`src/hw/rtl/cnoms_pkg.sv`:
```
// ----------------------------------------------------------------------------
// cnoms_pkg
// shared types and constants of the carrier-to-noise mode check
// ----------------------------------------------------------------------------
package cnoms_pkg;

    localparam int CNO_W   = 11;
    localparam int CNT_W   = 7;
    localparam int SUM_W   = 13;
    localparam int LVL_W   = 2;
    localparam int CFG_W   = 11;
    localparam int CFG_A_W = 2;
    // near-mode band half-width in 1/16 dB-Hz
    localparam logic [CNO_W:0] NEAR_BAND = 12'd16;

    typedef enum logic [CFG_A_W-1:0] {
        CFG_WINDOW_LENGTH = 2'd0,
        CFG_INCONS_THRESH = 2'd1,
        CFG_UNASSR_THRESH = 2'd2,
        CFG_UNUSED        = 2'd3
    } cfg_index_t;

    typedef enum logic [LVL_W-1:0] {
        LVL_ASSURED      = 2'd0,
        LVL_INCONSISTENT = 2'd1,
        LVL_UNASSURED    = 2'd2,
        LVL_RESERVED     = 2'd3
    } level_t;

    typedef struct packed {
        logic [CNO_W-1:0] cno_value;
        logic             epoch_end;
    } in_word_t;

    typedef struct packed {
        logic [LVL_W-1:0] assurance_level;
        logic [SUM_W-1:0] window_sum;
        logic [CNT_W-1:0] near_mode_count;
        logic [CNO_W-1:0] mode_value;
    } out_word_t;

    // front to back: one epoch summary
    typedef struct packed {
        logic             has_mode;
        logic [CNO_W-1:0] mode_value;
        logic [CNT_W-1:0] near_count;
    } epoch_sum_t;

    typedef enum logic [2:0] {
        FS_COLLECT,
        FS_OUTER,
        FS_PRIOR,
        FS_COUNT,
        FS_NEAR,
        FS_PUSH
    } front_state_t;

    typedef enum logic [2:0] {
        BS_IDLE,
        BS_WRITE,
        BS_MUL,
        BS_CMP,
        BS_READ,
        BS_DROP,
        BS_EMIT
    } back_state_t;

endpackage

```
`src/hw/rtl/cnoms_front.sv`:
```
// ----------------------------------------------------------------------------
// cnoms_front
// collects one epoch, searches the mode and counts near-mode entries
// ----------------------------------------------------------------------------
module cnoms_front #(
    parameter int MAX_SATS = 64
) (
    input  logic                    aclk,
    input  logic                    aresetn,
    input  logic                    in_valid,
    output logic                    in_ready,
    input  cnoms_pkg::in_word_t     in_word,
    output logic                    sum_valid,
    input  logic                    sum_ready,
    output cnoms_pkg::epoch_sum_t   sum_word
);
    import cnoms_pkg::*;

    localparam int IW = (MAX_SATS > 1) ? $clog2(MAX_SATS) : 1;
    localparam int FW = $clog2(MAX_SATS + 1);

    front_state_t      state_reg, state_next;
    logic [FW-1:0]     fill_reg;
    logic [IW-1:0]     i_reg, j_reg;
    logic [CNO_W-1:0]  cand_reg, best_val_reg;
    logic [FW-1:0]     cnt_reg, best_cnt_reg;
    logic [CNT_W-1:0]  near_reg;
    logic [CNO_W-1:0]  mem [MAX_SATS];
    logic [CNO_W-1:0]  rd_reg;
    logic [IW-1:0]     rd_addr;
    logic              wr_en;
    logic              phase_reg;

    wire [FW-1:0] i_ext = FW'(i_reg);
    wire [FW-1:0] j_ext = FW'(j_reg);
    wire          j_last = (j_ext + 1'b1) >= fill_reg;
    wire          i_last = (i_ext + 1'b1) >= fill_reg;

    assign wr_en = (state_reg == FS_COLLECT) && in_valid && (fill_reg < FW'(MAX_SATS));

    always_ff @(posedge aclk) begin
        if (wr_en) begin
            mem[fill_reg[IW-1:0]] <= in_word.cno_value;
        end
        rd_reg <= mem[rd_addr];
    end

    // candidate fetch reads at i, every other scan at j
    always_comb begin
        rd_addr = (state_reg == FS_OUTER) ? i_reg : j_reg;
    end

    always_comb begin
        state_next = state_reg;
        unique case (state_reg)
            FS_COLLECT: if (in_valid && in_word.epoch_end) state_next = FS_OUTER;
            FS_OUTER: begin
                if (phase_reg) begin
                    if (rd_reg == '0) begin
                        if (i_last) state_next = FS_NEAR;
                    end else if (i_reg == '0) begin
                        state_next = FS_COUNT;
                    end else begin
                        state_next = FS_PRIOR;
                    end
                end
            end
            FS_PRIOR: begin
                if (phase_reg) begin
                    if (rd_reg == cand_reg) begin
                        state_next = i_last ? FS_NEAR : FS_OUTER;
                    end else if (j_ext + 1'b1 >= i_ext) begin
                        state_next = FS_COUNT;
                    end
                end
            end
            FS_COUNT: begin
                if (phase_reg && j_last) state_next = i_last ? FS_NEAR : FS_OUTER;
            end
            FS_NEAR: begin
                if (best_cnt_reg == '0) state_next = FS_PUSH;
                else if (phase_reg && j_last) state_next = FS_PUSH;
            end
            FS_PUSH:    if (sum_ready) state_next = FS_COLLECT;
            default:    state_next = FS_COLLECT;
        endcase
    end

    assign in_ready  = (state_reg == FS_COLLECT);
    assign sum_valid = (state_reg == FS_PUSH);
    always_comb begin
        sum_word.has_mode   = (best_cnt_reg != '0);
        sum_word.mode_value = best_val_reg;
        sum_word.near_count = near_reg;
    end

    // scan sequencer: phase_reg waits for the registered read of the addressed entry into rd_reg
    always_ff @(posedge aclk) begin
        if (!aresetn) begin
            state_reg <= FS_COLLECT;
            fill_reg  <= '0;
            phase_reg <= 1'b0;
        end else begin
            state_reg <= state_next;
            unique case (state_reg)
                FS_COLLECT: begin
                    if (in_valid) begin
                        if (wr_en) fill_reg <= fill_reg + 1'b1;
                    end
                    i_reg        <= '0;
                    j_reg        <= '0;
                    best_cnt_reg <= '0;
                    best_val_reg <= '0;
                    near_reg     <= '0;
                    phase_reg    <= 1'b0;
                end
                FS_OUTER: begin
                    // fetch candidate i
                    if (!phase_reg) begin
                        j_reg     <= i_reg;
                        phase_reg <= 1'b1;
                    end else begin
                        phase_reg <= 1'b0;
                        cand_reg  <= rd_reg;
                        cnt_reg   <= '0;
                        if (rd_reg == '0) begin
                            if (i_last) j_reg <= '0;
                            else        i_reg <= i_reg + 1'b1;
                        end else if (i_reg != '0) begin
                            j_reg <= '0;
                        end
                    end
                end
                FS_PRIOR: begin
                    // was the candidate seen earlier
                    if (!phase_reg) begin
                        phase_reg <= 1'b1;
                    end else begin
                        phase_reg <= 1'b0;
                        if (rd_reg == cand_reg) begin
                            if (i_last) j_reg <= '0;
                            else        i_reg <= i_reg + 1'b1;
                        end else if (j_ext + 1'b1 >= i_ext) begin
                            j_reg <= i_reg;
                        end else begin
                            j_reg <= j_reg + 1'b1;
                        end
                    end
                end
                FS_COUNT: begin
                    if (!phase_reg) begin
                        phase_reg <= 1'b1;
                    end else begin
                        phase_reg <= 1'b0;
                        if (j_last) begin
                            if ((cnt_reg + FW'(rd_reg == cand_reg)) > best_cnt_reg) begin
                                best_cnt_reg <= cnt_reg + FW'(rd_reg == cand_reg);
                                best_val_reg <= cand_reg;
                            end
                            if (i_last) j_reg <= '0;
                            else        i_reg <= i_reg + 1'b1;
                        end else begin
                            cnt_reg <= cnt_reg + FW'(rd_reg == cand_reg);
                            j_reg   <= j_reg + 1'b1;
                        end
                    end
                end
                FS_NEAR: begin
                    if (best_cnt_reg != '0) begin
                        if (!phase_reg) begin
                            phase_reg <= 1'b1;
                        end else begin
                            phase_reg <= 1'b0;
                            if (({1'b0, rd_reg} + NEAR_BAND > {1'b0, best_val_reg}) &&
                                ({1'b0, rd_reg} < {1'b0, best_val_reg} + NEAR_BAND)) begin
                                near_reg <= near_reg + 1'b1;
                            end
                            if (!j_last) j_reg <= j_reg + 1'b1;
                        end
                    end
                end
                FS_PUSH: begin
                    if (sum_ready) begin
                        fill_reg <= '0;
                    end
                end
                default: ;
            endcase
        end
    end

`ifndef ASSERT_OFF
    a_fill_bound: assert property (@(posedge aclk) disable iff (!aresetn)
        fill_reg <= FW'(MAX_SATS)) else $error("epoch fill overflow");
    a_push_clears: assert property (@(posedge aclk) disable iff (!aresetn)
        (sum_valid && sum_ready) |=> (fill_reg == '0)) else $error("fill not cleared");
    a_no_take_busy: assert property (@(posedge aclk) disable iff (!aresetn)
        (state_reg != FS_COLLECT) |-> !in_ready) else $error("ready while scanning");
`endif

endmodule

```
`src/hw/rtl/cnoms_queue.sv`:
```
// ----------------------------------------------------------------------------
// cnoms_queue
// two-entry queue between epoch summarizer and history unit
// ----------------------------------------------------------------------------
module cnoms_queue (
    input  logic                  aclk,
    input  logic                  aresetn,
    input  logic                  wr_valid,
    output logic                  wr_ready,
    input  cnoms_pkg::epoch_sum_t wr_word,
    output logic                  rd_valid,
    input  logic                  rd_ready,
    output cnoms_pkg::epoch_sum_t rd_word
);
    import cnoms_pkg::*;

    epoch_sum_t slot_reg [2];
    logic       wp_reg, rp_reg;
    logic [1:0] cnt_reg;

    wire do_wr = wr_valid && wr_ready;
    wire do_rd = rd_valid && rd_ready;

    assign wr_ready = (cnt_reg != 2'd2);
    assign rd_valid = (cnt_reg != 2'd0);
    assign rd_word  = slot_reg[rp_reg];

    always_ff @(posedge aclk) begin
        if (do_wr) slot_reg[wp_reg] <= wr_word;
        if (!aresetn) begin
            wp_reg  <= 1'b0;
            rp_reg  <= 1'b0;
            cnt_reg <= 2'd0;
        end else begin
            if (do_wr) wp_reg <= ~wp_reg;
            if (do_rd) rp_reg <= ~rp_reg;
            cnt_reg <= cnt_reg + {1'b0, do_wr} - {1'b0, do_rd};
        end
    end

`ifndef ASSERT_OFF
    a_count_ptr: assert property (@(posedge aclk) disable iff (!aresetn)
        (cnt_reg == 2'd1) |-> (wp_reg != rp_reg)) else $error("queue pointers");
    a_bound: assert property (@(posedge aclk) disable iff (!aresetn)
        cnt_reg <= 2'd2) else $error("queue count");
    a_ptr_eq: assert property (@(posedge aclk) disable iff (!aresetn)
        (cnt_reg != 2'd1) |-> (wp_reg == rp_reg)) else $error("queue pointers");
`endif

endmodule

```
`src/hw/rtl/cnoms_back.sv`:
```
// ----------------------------------------------------------------------------
// cnoms_back
// history window of near-mode counts and the assurance decision
// ----------------------------------------------------------------------------
module cnoms_back #(
    parameter int MAX_WINDOW = 64
) (
    input  logic                    aclk,
    input  logic                    aresetn,
    input  logic [6:0]              window_length,
    input  logic [10:0]             incons_thresh,
    input  logic [10:0]             unassr_thresh,
    input  logic                    sum_valid,
    output logic                    sum_ready,
    input  cnoms_pkg::epoch_sum_t   sum_word,
    output logic                    out_valid,
    input  logic                    out_ready,
    output cnoms_pkg::out_word_t    out_word
);
    import cnoms_pkg::*;

    localparam int HW  = (MAX_WINDOW > 1) ? $clog2(MAX_WINDOW) : 1;
    localparam int HFW = $clog2(MAX_WINDOW + 1);
    localparam int PW  = CFG_W + HFW;
    localparam int SW  = SUM_W + 4;
    localparam int MW  = (PW > SW) ? PW : SW;

    back_state_t      state_reg, state_next;
    logic [CNT_W-1:0] hist [MAX_WINDOW];
    logic [CNT_W-1:0] rd_reg;
    logic [HW-1:0]    oldest_reg;
    logic [HFW-1:0]   fill_reg;
    logic [SUM_W-1:0] sum_reg;
    logic [PW-1:0]    pu_reg, pi_reg;
    epoch_sum_t       cur_reg;
    out_word_t        res_reg;
    logic [HFW-1:0]   win;

    always_comb begin
        if (window_length == '0) win = HFW'(1);
        else if (int'(window_length) > MAX_WINDOW) win = HFW'(MAX_WINDOW);
        else win = HFW'(window_length);
    end

    // ring position of the next free slot
    wire [HFW:0]  wsum = (HFW+1)'(oldest_reg) + (HFW+1)'(fill_reg);
    wire [HW-1:0] wpos = (wsum >= (HFW+1)'(MAX_WINDOW)) ?
                         HW'(wsum - (HFW+1)'(MAX_WINDOW)) : HW'(wsum);
    wire          do_push = cur_reg.has_mode && (fill_reg < HFW'(MAX_WINDOW));
    wire [MW-1:0] s16 = MW'({sum_reg, 4'b0000});

    assign sum_ready = (state_reg == BS_IDLE);
    assign out_valid = (state_reg == BS_EMIT);
    assign out_word  = res_reg;

    always_ff @(posedge aclk) begin
        if (state_reg == BS_WRITE && do_push) hist[wpos] <= cur_reg.near_count;
        rd_reg <= hist[oldest_reg];
    end

    always_comb begin
        state_next = state_reg;
        unique case (state_reg)
            BS_IDLE:  if (sum_valid) state_next = BS_WRITE;
            BS_WRITE: state_next = BS_MUL;
            BS_MUL: begin
                if (fill_reg < win || fill_reg == '0) state_next = BS_IDLE;
                else state_next = BS_CMP;
            end
            BS_CMP:   state_next = BS_READ;
            BS_READ:  state_next = BS_DROP;
            BS_DROP:  state_next = BS_EMIT;
            BS_EMIT:  if (out_ready) state_next = BS_IDLE;
            default:  state_next = BS_IDLE;
        endcase
    end

    always_ff @(posedge aclk) begin
        if (!aresetn) begin
            state_reg  <= BS_IDLE;
            oldest_reg <= '0;
            fill_reg   <= '0;
            sum_reg    <= '0;
        end else begin
            state_reg <= state_next;
            unique case (state_reg)
                BS_IDLE: if (sum_valid) begin
                    cur_reg <= sum_word;
                end
                BS_WRITE: begin
                    if (do_push) begin
                        fill_reg <= fill_reg + 1'b1;
                        sum_reg  <= sum_reg + SUM_W'(cur_reg.near_count);
                    end
                end
                BS_MUL: begin
                    pu_reg <= PW'(unassr_thresh) * PW'(fill_reg);
                    pi_reg <= PW'(incons_thresh) * PW'(fill_reg);
                end
                BS_CMP: begin
                    priority if (s16 >= MW'(pu_reg))
                        res_reg.assurance_level <= LVL_UNASSURED;
                    else if (s16 >= MW'(pi_reg))
                        res_reg.assurance_level <= LVL_INCONSISTENT;
                    else
                        res_reg.assurance_level <= LVL_ASSURED;
                    res_reg.window_sum      <= sum_reg;
                    res_reg.near_mode_count <= cur_reg.has_mode ? cur_reg.near_count : '0;
                    res_reg.mode_value      <= cur_reg.has_mode ? cur_reg.mode_value : '0;
                end
                BS_DROP: begin
                    sum_reg    <= sum_reg - SUM_W'(rd_reg);
                    oldest_reg <= (oldest_reg == HW'(MAX_WINDOW - 1)) ? '0 : oldest_reg + 1'b1;
                    fill_reg   <= fill_reg - 1'b1;
                end
                default: ;
            endcase
        end
    end

`ifndef ASSERT_OFF
    a_fill: assert property (@(posedge aclk) disable iff (!aresetn)
        fill_reg <= HFW'(MAX_WINDOW)) else $error("history overflow");
    a_emit_nonempty: assert property (@(posedge aclk) disable iff (!aresetn)
        (state_reg == BS_CMP) |-> (fill_reg != '0)) else $error("decision on empty history");
    a_drop: assert property (@(posedge aclk) disable iff (!aresetn)
        (state_reg == BS_DROP) |=> (fill_reg == $past(fill_reg) - 1'b1))
        else $error("drop count");
`endif

endmodule

```
`src/hw/rtl/cno_mode_spoof_check.sv`:
```
// ----------------------------------------------------------------------------
// cno_mode_spoof_check
// carrier-to-noise mode check used as a spoofing indicator
// ----------------------------------------------------------------------------
// throughput: one word per cycle inside an epoch; the closing word starts
//   a serial mode search over the epoch memory, and no new word is taken
//   until the summary is pushed on to the queue and history unit
// reset: aresetn synchronous active low; registers take 10, 64, 112,
//   epoch and history empty, no clearing pass
module cno_mode_spoof_check #(
    parameter int MAX_SATS   = 64,
    parameter int MAX_WINDOW = 64
) (
    input  logic                  aclk,
    input  logic                  aresetn,
    input  logic                  cfg_we,
    input  logic [1:0]            cfg_index,
    input  logic [10:0]           cfg_data,
    input  logic                  s_valid,
    output logic                  s_ready,
    input  cnoms_pkg::in_word_t   s_data,
    output logic                  m_valid,
    input  logic                  m_ready,
    output cnoms_pkg::out_word_t  m_data
);
    import cnoms_pkg::*;

    // configuration registers
    logic [6:0]  win_len_reg;
    logic [10:0] incons_reg, unassr_reg;

    always_ff @(posedge aclk) begin
        if (!aresetn) begin
            win_len_reg <= 7'd10;
            incons_reg  <= 11'd64;
            unassr_reg  <= 11'd112;
        end else if (cfg_we) begin
            unique case (cfg_index_t'(cfg_index))
                CFG_WINDOW_LENGTH: win_len_reg <= cfg_data[6:0];
                CFG_INCONS_THRESH: incons_reg  <= cfg_data;
                CFG_UNASSR_THRESH: unassr_reg  <= cfg_data;
                default: ;
            endcase
        end
    end

    // front: epoch capture and mode search
    logic       f_valid, f_ready, q_valid, q_ready;
    epoch_sum_t f_word, q_word;

    cnoms_front #(.MAX_SATS(MAX_SATS)) u_front (
        .aclk, .aresetn,
        .in_valid(s_valid), .in_ready(s_ready), .in_word(s_data),
        .sum_valid(f_valid), .sum_ready(f_ready), .sum_word(f_word)
    );

    // short queue decouples the search from the history unit
    cnoms_queue u_queue (
        .aclk, .aresetn,
        .wr_valid(f_valid), .wr_ready(f_ready), .wr_word(f_word),
        .rd_valid(q_valid), .rd_ready(q_ready), .rd_word(q_word)
    );

    // back: history window and decision
    cnoms_back #(.MAX_WINDOW(MAX_WINDOW)) u_back (
        .aclk, .aresetn,
        .window_length(win_len_reg), .incons_thresh(incons_reg),
        .unassr_thresh(unassr_reg),
        .sum_valid(q_valid), .sum_ready(q_ready), .sum_word(q_word),
        .out_valid(m_valid), .out_ready(m_ready), .out_word(m_data)
    );

`ifndef ASSERT_OFF
    a_cfg_rst: assert property (@(posedge aclk)
        !aresetn |=> (win_len_reg == 7'd10)) else $error("config reset");
    a_lvl: assert property (@(posedge aclk) disable iff (!aresetn)
        m_valid |-> (m_data.assurance_level != LVL_RESERVED)) else $error("bad level");
    a_mode_cnt: assert property (@(posedge aclk) disable iff (!aresetn)
        (m_valid && m_data.mode_value == '0) |-> (m_data.near_mode_count == '0))
        else $error("count without mode");
`endif

endmodule
```
`config.mk`:
```
export PLATFORM = sky130hd
export DESIGN_NAME = cno_mode_spoof_check
export DESIGN_NICKNAME = d
export VERILOG_FILES = /design/src/hw/rtl/cnoms_pkg.sv /design/src/hw/rtl/cnoms_front.sv /design/src/hw/rtl/cnoms_queue.sv /design/src/hw/rtl/cnoms_back.sv /design/src/hw/rtl/cno_mode_spoof_check.sv
export SDC_FILE = /design/constraint.sdc
export NUM_CORES = 2
export LEC_CHECK = 0
export BUFFER_PORTS_ARGS = -buffer_cell sky130_fd_sc_hd__buf_2
export CAP_MARGIN = 20
export CORE_UTILIZATION = 50
export CTS_CLUSTER_DIAMETER = 60
export DETAILED_ROUTE_END_ITERATION = 10
export HOLD_SLACK_MARGIN = 0.08
export MAX_ROUTING_LAYER = met4
export PLACE_DENSITY = 0.69
export SLEW_MARGIN = 5
export SYNTH_ARGS = -nofsm -noshare
export SYNTH_HDL_FRONTEND = slang
export SYNTH_SLANG_ARGS = --single-unit
```
`constraint.sdc`:
```
create_clock -name aclk -period 5.4 [get_ports aclk]
set_input_delay 0.54 -clock aclk [delete_from_list [all_inputs] [get_ports aclk]]
set_output_delay 0.54 -clock aclk [all_outputs]
set_load 0.01 [all_outputs]
```
-- Word level (Yosys, flattened, before mapping)
Memory sizes are Yosys's and may differ from the RTL's. A register that Yosys moved wholly into a read port is not among the register bits.
Index checks and enable logic that the tools add are counted.
- latch bits: 0
- output and inout port bits: 35
- word-level logic and storage cells: 229
- memories kept: 3
- input bits: 30
- RAM bits: 1190
- ROM bits: 0
- register bits: 197
- shifts and indexed selects: 0
- order comparisons: 13
- eq/ne operators: 40
- bitwise logic cells: 2
- reduce and logical (&&, ||, !) cells: 47
- div/mod/pow operators: 0
- add/subtract/negate cells: 18
- multipliers: 2
- mux-type cells: 78
- memories (memory ; depth ; width ; rd ports ; clocked after Yosys merged registers in ; write ports ; line ; text):
    u_front.mem ; 64 ; 11 ; 1 ; 1 ; 1 ; cnoms_front.sv:28 ; logic [CNO_W-1:0] mem [MAX_SATS];
    u_back.hist ; 64 ; 7 ; 1 ; 1 ; 1 ; cnoms_back.sv:29 ; logic [CNT_W-1:0] hist [MAX_WINDOW];
    u_queue.slot_reg ; 2 ; 19 ; 1 ; 1 ; 1 ; cnoms_queue.sv:17 ; epoch_sum_t slot_reg [2];
- operators by type and width (operator ; number):
    6-bit two-way mux ; 22
    7-bit two-way mux ; 15
    7-bit one-hot mux with 2 select lines ; 5
    3-bit two-way mux ; 14
    17-bit by 18-bit >= comparator with 1-bit output ; 2
    11-bit by 7-bit multiplier with 18-bit output ; 2
    11-bit two-way mux ; 3
    2-bit by 1-bit != test with 1-bit output, second input constant ; 15
    6-bit one-hot mux with 5 select lines ; 1
    13-bit one-hot mux with 2 select lines ; 1
    11-bit by 5-bit adder with 12-bit output, second input constant ; 2
    6-bit one-hot mux with 4 select lines ; 1
    8-bit AND reduction ; 3
    11-bit one-hot mux with 2 select lines ; 1
    7-bit by 1-bit adder with 7-bit output, second input constant ; 3
    7-bit zero test ; 3
    3-bit one-hot mux with 7 select lines ; 1
    6-bit by 1-bit adder with 6-bit output, second input constant ; 3
    3-bit one-hot mux with 6 select lines ; 1
    2-bit AND reduction ; 8
    3-bit equality test, second input constant ; 5
    5-bit AND reduction ; 3
    6-bit by 1-bit adder with 7-bit output, second input constant ; 2
    7-bit >= comparator ; 2
    other kinds (46) ; 82

-- Depth between registers and ports, before layout
- word-level depth: 7
- gate-level depth with buffers: 18
- depth with buffers taken out: 17

-- Modules after synthesis
Synthesis repeated with hierarchy kept, for this count alone.
- cells, all modules: 3996
- area, all modules: 63106.8 µm²
- by module, submodules not included (module ; area each (µm²) ; times used ; cells an instance ; seq. area each (µm²)):
    cnoms_front ; 32200.9 ; 1 ; 1991 ; 23232.3
    cnoms_back ; 28107.0 ; 1 ; 1809 ; 16816.1
    cnoms_queue ; 1659.1 ; 1 ; 83 ; 1241.2
    cno_mode_spoof_check ; 1139.8 ; 1 ; 113 ; 580.6

-- Worst setup path after synthesis
OpenSTA, ideal clock, no wires.
- path type: register -> register
- from: reg u_back.fill_reg[6]
- to: reg u_back.pi_reg[16] (data pin)
- library setup time: 0.258 ns
- required time: 5.142 ns
- buffers on the path: 2
- slack: 0.515 ns
- period minus slack after synthesis: 4.885 ns
- arrival: 4.627 ns
- cell stages (with the launch flop): 18
- path through: dfxtp_1 > clkbuf_1 > clkbuf_1 > nand2_1 > fa_1 > fa_1 > inv_1 > fa_1 > inv_1 > fa_1 > inv_1 > ha_1 > a2111oi_0 > o21ai_0 > a211oi_1 > o2111ai_1 > a21oi_1 > xnor2_1
- word-level cells in the longest chain between the ends: 1
- RTL lines (item ; line ; text):
    start: declaration ; cnoms_back.sv:32 ; logic [HFW-1:0] fill_reg;
    start signal: assignment ; cnoms_back.sv:92 ; fill_reg <= fill_reg + 1'b1;
    start signal: assignment ; cnoms_back.sv:114 ; fill_reg <= fill_reg - 1'b1;
    11-bit by 7-bit multiplier with 18-bit output ; cnoms_back.sv:98 ; pi_reg <= PW'(incons_thresh) * PW'(fill_reg);
    end signal: assignment ; cnoms_back.sv:98 ;
    end: declaration ; cnoms_back.sv:34 ; logic [PW-1:0] pu_reg, pi_reg;
Every way passes these cells.
A chain may end at the register's enable or synchronous reset.

-- Worst setup path after layout
- from: reg u_back.fill_reg[1]
- to: reg u_back.pi_reg[16] (data pin)
Same word-level chain as after synthesis.

==> impl_metrics.json <==
{
  "synth.top_cells.by_count": "1333 x sky130_fd_sc_hd__edfxtp_1, 379 x sky130_fd_sc_hd__nand2_1, 255 x sky130_fd_sc_hd__nor2_1, 205 x sky130_fd_sc_hd__mux4_2, 202 x sky130_fd_sc_hd__mux2i_1",
  "global_route.usage.total": 0.2306,
  "globalRouteMet2Util": 0.3686,
  "crit_fanout": 11,
  "starting_density_of_the_core": 0.5042,
  "net_switching_power_mw": 6.282,
  "cts_num_sinks": 1424,
  "coreArea_um2": 125600,
  "avgSynthCellArea_um2": 15.46,
  "largest_reg_flops": 704,
  "combinationalPowerShare": 0.108,
  "power.static_leakage_nw": 25.08,
  "grt_setup_unrepaired": "false",
  "drt_first_pass_iters": 6,
  "fin_hold_ws_ps": 254.7,
  "place_congestion": 0.8714,
  "power_report.internal_total_mw": 19.12,
  "pwr-share-seq": 0.503,
  "global_route.usage.met1": 0.3069,
  "critPathMaxStageDelay_ps": 550,
  "timing.critical_path.from_type": "flop",
  "port-buffer-count": 64,
  "clock_latency_ps": 780,
  "post_synth_num_cell_types": 76,
  "hpwl_mm": 89.91,
  "tritoncts.num_buffers": 149,
  "drive_above_1_share": 0.1555,
  "hold_path.startpoint": "m_ready",
  "floorplan.die_area_um2": 128100,
  "final.period_utilization": 0.9394,
  "post_drt_via_cell_ratio": 5.783,
  "grt_pass1_wl_mm": 216.2,
  "synth.yosys.seq_area_share": 0.6609,
  "synth.yosys.warnings": 0,
  "final_routed_wire_length_divided_by_cell_count_um": 23.26,
  "final_setup_violation_count": 0,
  "global_route.peak_usage_layer": "met2",
  "power.share.clock": 0.389,
  "max-clock-path-buffers": 3,
  "globalRouteOverflowTotal": 0,
  "worst-endpoint-arrival_ps": 5590,
  "cpMostUsedCell": "sky130_fd_sc_hd__fa_1",
  "detailroute.via_count": 35026,
  "nets_in_the_synthesized_netlist": 4402,
  "cts.reportedPaths.clkPinSlew_ps": 60,
  "cap_viol_max_count": 0,
  "most_common_cell_in_the_synthesized_netlist": "sky130_fd_sc_hd__edfxtp_1",
  "finalWorstSetupSlack_ps": 327.4,
  "clockRootBuffer": "sky130_fd_sc_hd__clkbuf_16",
  "std_cell_rows": 130,
  "worst_hold_path_type": "input pin to flop",
  "async_flop_share": 0,
  "r2r-start": "u_back.fill_reg[1]",
  "final.fill_count": 9681,
  "worst_r2r_endpoint": "u_back.pi_reg[16]",
  "ant_nets": 0,
  "powerDensity_nw_per_um2": 358.1,
  "synthesis.instances": 4096,
  "ys_top_cells_by_area": "sky130_fd_sc_hd__edfxtp_1 63%, sky130_fd_sc_hd__mux4_2 7.3%, sky130_fd_sc_hd__ha_1 3.7%",
  "timing.hold.worst_path_depth": 4,
  "gr-usage-met3": 0.03267,
  "route.detailed.drc": 0,
  "timing.hold.worst_endpoint": "u_back.state_reg[1]",
  "cts.htree.levels": 4,
  "finalInstanceArea_um2": 70920,
  "worst_setup_path_end_kind": "flop",
  "switching_share": 0.2473,
  "grt_max_degree": 117,
  "worst_pin_slew_ps": 1287,
  "dpl_cell_area_um2": 65900,
  "clock-skew-final_ps": 27.89,
  "top_level_ports": 65,
  "overall_die_height_um": 357.9,
  "final-max-slew-violation-count": 0,
  "postLayoutCoreUtil": 0.5648,
  "result_of_the_run": "completed",
  "areaGrowthSynthToFinish_pct": 12.01,
  "die_width_um": 357.9,
  "antenna_violations_before_repair": 1,
  "number_of_failing_hold_endpoints_at_the_final_stage": 0,
  "rr_worst_depth": 14,
  "worstPathCellList": "and2_1, fa_1, fa_1, fa_1, inv_1, fa_1, inv_1, ha_1, a2111oi_0, o21ai_0, a211oi_1, o2111ai_1, a21oi_1, xnor2_1",
  "vias_in_the_first_global_route": 35245,
  "synth.largest_area_cell": "sky130_fd_sc_hd__edfxtp_1",
  "yosys_top_cell_area_share": 0.6322,
  "power.ir.vdd_worst_mv": 0.3652,
  "synth_edf_count": 1333,
  "dp_slack_ps": 353.6,
  "fin_crit_ps": 5073,
  "setup.reg_to_reg.worst_slack_ps": 330,
  "design.final.nets": 4589,
  "worst-endpoint-required_ps": 5920,
  "yosys_register_bits": 1424,
  "critPathKind": "flop to flop",
  "ys_dominant_reg_cell": "sky130_fd_sc_hd__edfxtp_1",
  "timing.max_slew.rel_slack": 0.1201,
  "setup_total_negative_slack_ps": 0,
  "fmaxAchievable_mhz": 197.1,
  "crit_path_top_delay_cell": "sky130_fd_sc_hd__dfxtp_1",
  "drt-initial-drc-count": 2924,
  "cts_tree": "yes",
  "worstSetupStartpoint": "u_back.fill_reg[1]",
  "synth.cell_area_um2": 63320,
  "drt-total-wl_mm": 140.9
}
power groups by stage:
stage / sequential, mW / clock, mW / combinational (mW)
after CTS: 12.8 / 10.0 / 2.75
after floorplan: 12.9 / 0 / 1.79
final: 12.8 / 9.87 / 2.76
after global routing: 12.8 / 10.4 / 3.02
after global placement: 13.0 / 0 / 2.67
after detailed placement: 13.0 / 0 / 2.73
worst max-delay path, delay by kind of cell (launching register included):
kind / cells / cell delay, ps
xor+xnor: 1 / 70
flops: 1 / 550
buf+inv: 2 / 90
fa+ha+maj: 5 / 2300
simple gates: 1 / 210
compound gates: 5 / 1580
layout by cell type, fill, tap and decap left out, drive strengths merged, types with 18 or more instances in the layout:
| cell type | instances |
|---|---|
| a31oi | 20 |
| a221oi | 23 |
| fa | 91 |
| mux4 | 205 |
| ha | 185 |
| xnor2 | 85 |
| dfxtp | 91 |
| nor2 | 257 |
| edfxtp | 1333 |
| and3 | 56 |
| nand3 | 96 |
| o21ai | 86 |
| clkbuf | 180 |
| a21o | 22 |
| and2 | 145 |
| buf | 194 |
| a22o | 21 |
| a211oi | 25 |
| nor2b | 18 |
| a21oi | 83 |
| nor3 | 37 |
| nor4 | 21 |
| clkinv | 73 |
| nand4 | 19 |
| mux2 | 53 |
| xor2 | 25 |
| mux2i | 203 |
| inv | 206 |
| nand2 | 379 |
how the worst max path moves through the flow:
| stage | endpoint | slack [ps] | cells after the start |
|---|---|---|---|
| 4_1_cts | u_back.pi_reg[16] | 320 | 14 |
| 3_5_place_dp | u_back.pi_reg[16] | 350 | 14 |
| 3_3_place_gp | u_back.pi_reg[16] | 450 | 14 |
| 6_report | u_back.pi_reg[16] | 330 | 14 |
| 5_1_grt | u_back.pi_reg[16] | 70 | 14 |
| 2_1_floorplan | u_back.pi_reg[16] | 510 | 17 |
per-layer routing:
layer  vias to the layer above  wire length [um]
met2                      1270             69010
met1                     17638             58820
li1                      15868                 -
met4                         0              4058
met3                       250              9023
met5                         -                 0
timing repair:
action / in CTS / in global routing
hold endpoints to repair: 27 / 0
hold buffers: 11 / 0
buffers inserted: 0 / 0
gates resized for setup: 0 / 0
cell families (layout without fill, tap and decap cells):
kind of cell	Yosys count	after routing	share of synthesized area
AO/OA/AOI/OAI	376	376	0.03972
multiplexers	461	461	0.1146
buffers and inverters	368	677	0.02409
flip-flops	1424	1424	0.6609
AND/OR/NAND/NOR	1081	1081	0.08007
XOR/XNOR	110	110	0.01522
other	0	2	0
adder cells (fa/ha/maj)	276	276	0.06533
final cells by class:
class / instances / area [um2] / area share
diodes: 2 / 5.005 / 0.00007057
flip-flops and latches: 1424 / 41860 / 0.5902
repair buffers: 205 / 1506 / 0.02124
well taps: 1650 / 2064 / 0.02911
clock buffers: 180 / 3896 / 0.05494
multi-input cells: 2304 / 20020 / 0.2823
inverters: 199 / 747.0 / 0.01053
clock inverters: 93 / 819.5 / 0.01156
stage by stage:
stage	total power, mW	instances
2_1_floorplan	14.72	4096
3_3_place_gp	15.68	5737
3_5_place_dp	15.76	5750
4_1_cts	25.55	6034
5_1_grt	26.25	6055
6_report	25.40	6057
(Power assumes the default switching activity.)
